**src/rtl/rbsfc_pkg.sv**
```systemverilog
// Shared types and constants of the ramp and brake state feedback controller.
// Used by the channel interfaces, the controller, the datapath and the top level.
package rbsfc_pkg;

  localparam int DATA_W_DEF = 32;
  localparam int FRAC_DEF   = 16;
  localparam int TICK_W     = 32;
  localparam int DUR_W      = 24;
  localparam int CFG_IDX_W  = 3;

  typedef enum logic [CFG_IDX_W-1:0] {
    REG_START_TICK,
    REG_CV_MAX,
    REG_RAMP_TICKS,
    REG_BRAKE_TICKS,
    REG_TARGET_POSITION,
    REG_GAIN_POSITION,
    REG_GAIN_VELOCITY,
    REG_DRIVE_OFFSET
  } cfg_reg_t;

  typedef enum logic [2:0] {
    PH_BEFORE,
    PH_RAMP,
    PH_OPEN,
    PH_BRAKE,
    PH_HOLD
  } phase_t;

  typedef enum logic [4:0] {
    OP_NONE,
    OP_CLASSIFY,
    OP_CV_ZERO,
    OP_MUL_RAMP,
    OP_MUL_BRKTEST,
    OP_MUL_VREF,
    OP_MUL_GPOS,
    OP_MUL_GVEL,
    OP_DIV_START,
    OP_CV_RAMP,
    OP_OPEN_DECIDE,
    OP_VREF_HOLDV,
    OP_VREF_DIV,
    OP_INTEGRATE,
    OP_HOLD_TARGET,
    OP_ACC_GPOS,
    OP_ACC_GVEL,
    OP_CV_CLOSED,
    OP_COMMIT
  } dp_op_t;

  typedef struct packed {
    logic   take;
    dp_op_t op;
  } dp_cmd_t;

  typedef struct packed {
    phase_t phase;
    logic   brk_zero;
    logic   div_done;
    logic   out_busy;
  } dp_stat_t;

  function automatic int cfg_width(input int dw);
    return (dw > TICK_W) ? dw : TICK_W;
  endfunction

endpackage

```
**src/rtl/rbsfc_ctrl.sv**
```systemverilog
// Sequencer that steps the datapath through one sample word at a time.
// Depends on rbsfc_pkg for the command and status structures.
module rbsfc_ctrl import rbsfc_pkg::*; (
  input  logic     clk,
  input  logic     rst_n,
  input  logic     in_valid,
  input  dp_stat_t stat,
  output dp_cmd_t  cmd
);

  typedef enum logic [3:0] {
    S_IDLE,
    S_CLASS,
    S_BRANCH,
    S_DIV_MUL,
    S_DIV_KICK,
    S_DIV_WAIT,
    S_OPEN_DEC,
    S_INTEG,
    S_GPOS,
    S_GPOS_ACC,
    S_GVEL,
    S_GVEL_ACC,
    S_CVC,
    S_FINISH,
    S_COMMIT
  } state_t;

  state_t  state_r;
  dp_cmd_t cmd_r;

  always_ff @(posedge clk) begin
    if (!rst_n) begin
      state_r    <= S_IDLE;
      cmd_r.take <= 1'b1;
      cmd_r.op   <= OP_NONE;
    end else begin
      unique case (state_r)
        S_IDLE: begin
          if (in_valid) begin
            state_r    <= S_CLASS;
            cmd_r.take <= 1'b0;
            cmd_r.op   <= OP_CLASSIFY;
          end
        end
        S_CLASS: begin
          state_r  <= S_BRANCH;
          cmd_r.op <= OP_NONE;
        end
        S_BRANCH: begin
          unique case (stat.phase)
            PH_BEFORE: begin
              state_r  <= S_FINISH;
              cmd_r.op <= OP_CV_ZERO;
            end
            PH_RAMP: begin
              state_r  <= S_DIV_MUL;
              cmd_r.op <= OP_MUL_RAMP;
            end
            PH_OPEN: begin
              state_r  <= S_OPEN_DEC;
              cmd_r.op <= OP_MUL_BRKTEST;
            end
            PH_BRAKE: begin
              if (stat.brk_zero) begin
                state_r  <= S_INTEG;
                cmd_r.op <= OP_VREF_HOLDV;
              end else begin
                state_r  <= S_DIV_MUL;
                cmd_r.op <= OP_MUL_VREF;
              end
            end
            PH_HOLD: begin
              state_r  <= S_GPOS;
              cmd_r.op <= OP_HOLD_TARGET;
            end
            default: begin
              state_r  <= S_FINISH;
              cmd_r.op <= OP_CV_ZERO;
            end
          endcase
        end
        S_DIV_MUL: begin
          state_r  <= S_DIV_KICK;
          cmd_r.op <= OP_DIV_START;
        end
        S_DIV_KICK: begin
          state_r  <= S_DIV_WAIT;
          cmd_r.op <= OP_NONE;
        end
        S_DIV_WAIT: begin
          if (stat.div_done) begin
            if (stat.phase == PH_RAMP) begin
              state_r  <= S_FINISH;
              cmd_r.op <= OP_CV_RAMP;
            end else begin
              state_r  <= S_INTEG;
              cmd_r.op <= OP_VREF_DIV;
            end
          end
        end
        S_OPEN_DEC: begin
          state_r  <= S_FINISH;
          cmd_r.op <= OP_OPEN_DECIDE;
        end
        S_INTEG: begin
          state_r  <= S_GPOS;
          cmd_r.op <= OP_INTEGRATE;
        end
        S_GPOS: begin
          state_r  <= S_GPOS_ACC;
          cmd_r.op <= OP_MUL_GPOS;
        end
        S_GPOS_ACC: begin
          state_r  <= S_GVEL;
          cmd_r.op <= OP_ACC_GPOS;
        end
        S_GVEL: begin
          state_r  <= S_GVEL_ACC;
          cmd_r.op <= OP_MUL_GVEL;
        end
        S_GVEL_ACC: begin
          state_r  <= S_CVC;
          cmd_r.op <= OP_ACC_GVEL;
        end
        S_CVC: begin
          state_r  <= S_FINISH;
          cmd_r.op <= OP_CV_CLOSED;
        end
        S_FINISH: begin
          if (!stat.out_busy) begin
            state_r  <= S_COMMIT;
            cmd_r.op <= OP_COMMIT;
          end else begin
            cmd_r.op <= OP_NONE;
          end
        end
        S_COMMIT: begin
          state_r    <= S_IDLE;
          cmd_r.take <= 1'b1;
          cmd_r.op   <= OP_NONE;
        end
        default: begin
          state_r    <= S_IDLE;
          cmd_r.take <= 1'b1;
          cmd_r.op   <= OP_NONE;
        end
      endcase
    end
  end

  assign cmd = cmd_r;

endmodule

```
**config.mk**
```make
export PLATFORM = sky130hd
export DESIGN_NAME = rbsfc_ctrl
export DESIGN_NICKNAME = d
export VERILOG_FILES = /design/src/rtl/rbsfc_pkg.sv /design/src/rtl/rbsfc_ctrl.sv
export SDC_FILE = /design/constraint.sdc
export NUM_CORES = 1
export LEC_CHECK = 0
export BUFFER_PORTS_ARGS = -buffer_cell sky130_fd_sc_hd__buf_2
export CAP_MARGIN = 20
export CORE_ASPECT_RATIO = 1.25
export CORE_MARGIN = 3
export CORE_UTILIZATION = 25
export CTS_BUF_LIST = sky130_fd_sc_hd__clkbuf_4
export CTS_CLUSTER_DIAMETER = 50
export DETAILED_ROUTE_END_ITERATION = 8
export PLACE_DENSITY_LB_ADDON = 0.05
export SLEW_MARGIN = 20
export SYNTH_ARGS = -nofsm -noshare
export SYNTH_HDL_FRONTEND = slang
export SYNTH_SLANG_ARGS = --single-unit
```
**constraint.sdc**
```tcl
create_clock -name clk -period 1.63 [get_ports clk]
set_input_delay 0.0815 -clock clk [delete_from_list [all_inputs] [get_ports clk]]
set_output_delay 0.0815 -clock clk [all_outputs]
set_load 0.1 [all_outputs]
```
==> flow_summary_export.csv <==
group,metric,value,unit
run_status,status,"completed",
critical_path,endpoint_kind,"flop",
place,hpwl,1.85,mm
sta,finalCriticalPeriod,1.50,ns
global_routing,grt_max_degree,15,
route,vias_per_cell,5.51,
synthesis,async_flop_share,0,%
global_routing,grt_remaining_overflow,0,
clock_tree,cts_made_buffers,3,
critical_path,crit_type,"flop to flop",
sta,fmax,0.668,GHz
route,ant_nets,0,
power,ir_drop,0.000574,V
power,p_clk_share,12.1,%
synthesis,synth_cell_type_count,49,
route,wire_per_inst,15.8,um
route,dr_total_vias,848,
sta,finalCritPeriodShare,91.8,%
power,swShare,52.9,%
power,seqPwrFrac,27.9,%
layout,final_cell_mix,"buf_2 (14), a21oi_1 (9), o21ai_0 (8), dfxtp_1 (8), buf_4 (8)",
clock_tree,htreeDepth,1,
power,netSwitchingPower,0.000823,W
synthesis,avgSynthCellArea,7.90,um2
power,p_leak,0.362,nW
sta,rsz0062_at_grt,"no",
sta,finalSetupViolCount,0,
critical_path,cp_max_fo,11,
sta,finalSetupTns,0,ns
synthesis,yosysWarningCount,0,
critical_path,cp-start-kind,"flop",
synthesis,ys_ff_latch,10,
route,drt_iter0_markers,17,
sta,hold_viol_final,0,
power,powerDensity,1670,nW/um2
place,placedCellCount,150,
critical_path,cp.arrival,1.63,ns
floorplanning,core,2970,um2
global_routing,grt_pass1_wl,4.02,mm
sta,setup_slack,0.134,ns
layout,fin_util,31.4,%
clock_tree,cts_root_buffer,"clkbuf_4",
place,port_buffers,14,
place,gp_congestion,0.784,
synthesis,synth_edf_count,0,
sta,whs,0.117,ns
floorplanning,floorplan.initialDensity,26.6,%
place,preCtsSetupSlack,0.0249,ns
synthesis,syn_nets,109,
sta,tightest_slew,0.489,ns
power,p_int,0.000733,W
critical_path,worstPathRequired,1.77,ns
synthesis,synth_ff_type,"dfxtp_1",
layout,layout-drive-gt1-share,28.8,%
clock_tree,cts_tree,"yes",
floorplanning,dieHeight,68.8,um
route,firstDrtPassIters,4,
clock_tree,post-cts-setup-buffer-count,0,
global_routing,track_usage,13.7,%
global_routing,antenna_found_initial,0,
clock_tree,cts_num_sinks,10,
synthesis,ys_seq_area_share,25.4,%
floorplanning,die_x,56.3,um
global_routing,grt_pass1_vias,833,
layout,fin_nets,128,
sta,finalMaxSlewViolations,0,
layout,mostFrequentLayoutCell,"buf_2",
worst_hold_path,hold_path.class,"input pin to flop",
synthesis,synth_cells,100,
clock_tree,clkTransAtPathRegs,0.08,ns
clock_tree,clk-insertion-delay-late,0.27,ns
sta,maxSlewHeadroom,67.6,%
floorplanning,std_cell_rows,22,
power,p_comb_share,60.0,%
clock_tree,clk_path_buf_depth,2,
flow_run,maxCapViolCount,0,
layout,layout.cells.non_filler,154,
route,drcViolationCount,0,
layout,area_growth,18.2,%
sta,worst_clock_skew,0.000797,ns
layout,antenna_cells,0,
synthesis,synth_area,790,um2
floorplanning,ios,15,
floorplanning,die-area,3870,um2
route,routed_wl,2.43,mm
power groups by stage:
stage               Combinational, W  Clock [W]  Sequential, W
finish                      0.000933   0.000189       0.000434
global route                 0.00102   0.000211       0.000456
CTS                         0.000934   0.000194       0.000429
detailed placement          0.000932          0       0.000433
global placement            0.000948          0       0.000432
floorplan                   0.000587          0       0.000565
worst max-delay path, stage by stage (launching register included):
cell and delay, ns:
dfxtp_1 0.54, inv_1 0.21, o311ai_1 0.45, o21ai_1 0.16
state kept, by name, summed over array words and instances (netlist names):
name and count:
state_r 4, cmd 6
worst paths after layout:
check / start / endpoint / slack [ns] / cells after the start
setup / recovery: state_r[3] / state_r[3] / 0.13 / 3
hold / removal: rst_n / cmd[5] / 0.12 / 2
setup reg to reg: state_r[3] / state_r[3] / 0.13 / 3
hold reg to reg: cmd[4] / cmd[4] / 0.45 / 2
layer usage:
metal / track usage, % / share of wire [%]
met3: 3.35 / 4.2
met2: 24.7 / 48
met1: 15.9 / 46
met4: 4.45 / 1.2
met5: 0 / 0
logic make-up (layout without fill, tap and decap cells):
group	Yosys count	after routing	share of synthesized area, %
buffers and inverters	14	32	10.5
muxes	1	1	1.27
xor gates and xnor gates	2	2	2.22
and+or+nand+nor	26	26	19.5
DFF	10	10	25.4
AOI/OAI and AO/OA	47	47	41.2
layout make-up:
class	instances	area, um2
inverters	6	22.5
flip-flops and latches	10	203
clock buffers	3	22.5
multi-input cells	76	507
clock inverters	1	3.75
well taps	36	45.0
fillers	348	2040
repair buffers	22	130
timing repair:
action / 4_1_cts / 5_1_grt
endpoints found under the setup margin: 2 / 4
hold buffers: 0 / 0
resized for setup: 1 / 1
gates cloned: 0 / 0
endpoints found under the hold margin: 0 / 0
cell usage after synthesis, drive strengths merged (2+ instances only):
cell type   n  share of area, %
o21ai      12               8.1
dfxtp      10                25
a21oi       9               5.7
buf         7               7.1
inv         6               2.9
nand2       6               2.9
a211oi      4               3.8
nor2        4               2.2
nand3       3               1.9
o21a        3               3.8
o22ai       3               2.4
a31oi       2               1.6
a32o        2               2.5
and3b       2               2.7
nor3        2               1.9
o311ai      2               2.2
metrics by stage:
| step | cell area (um2) | power (W) |
|---|---|---|
| floorplan | 790 | 0.00115 |
| global placement | 905 | 0.00138 |
| detailed placement | 905 | 0.00136 |
| CTS | 932 | 0.00156 |
| global route | 933 | 0.00169 |
| finish | 933 | 0.00156 |
No activity file was read; power rests on OpenSTA's default activity.
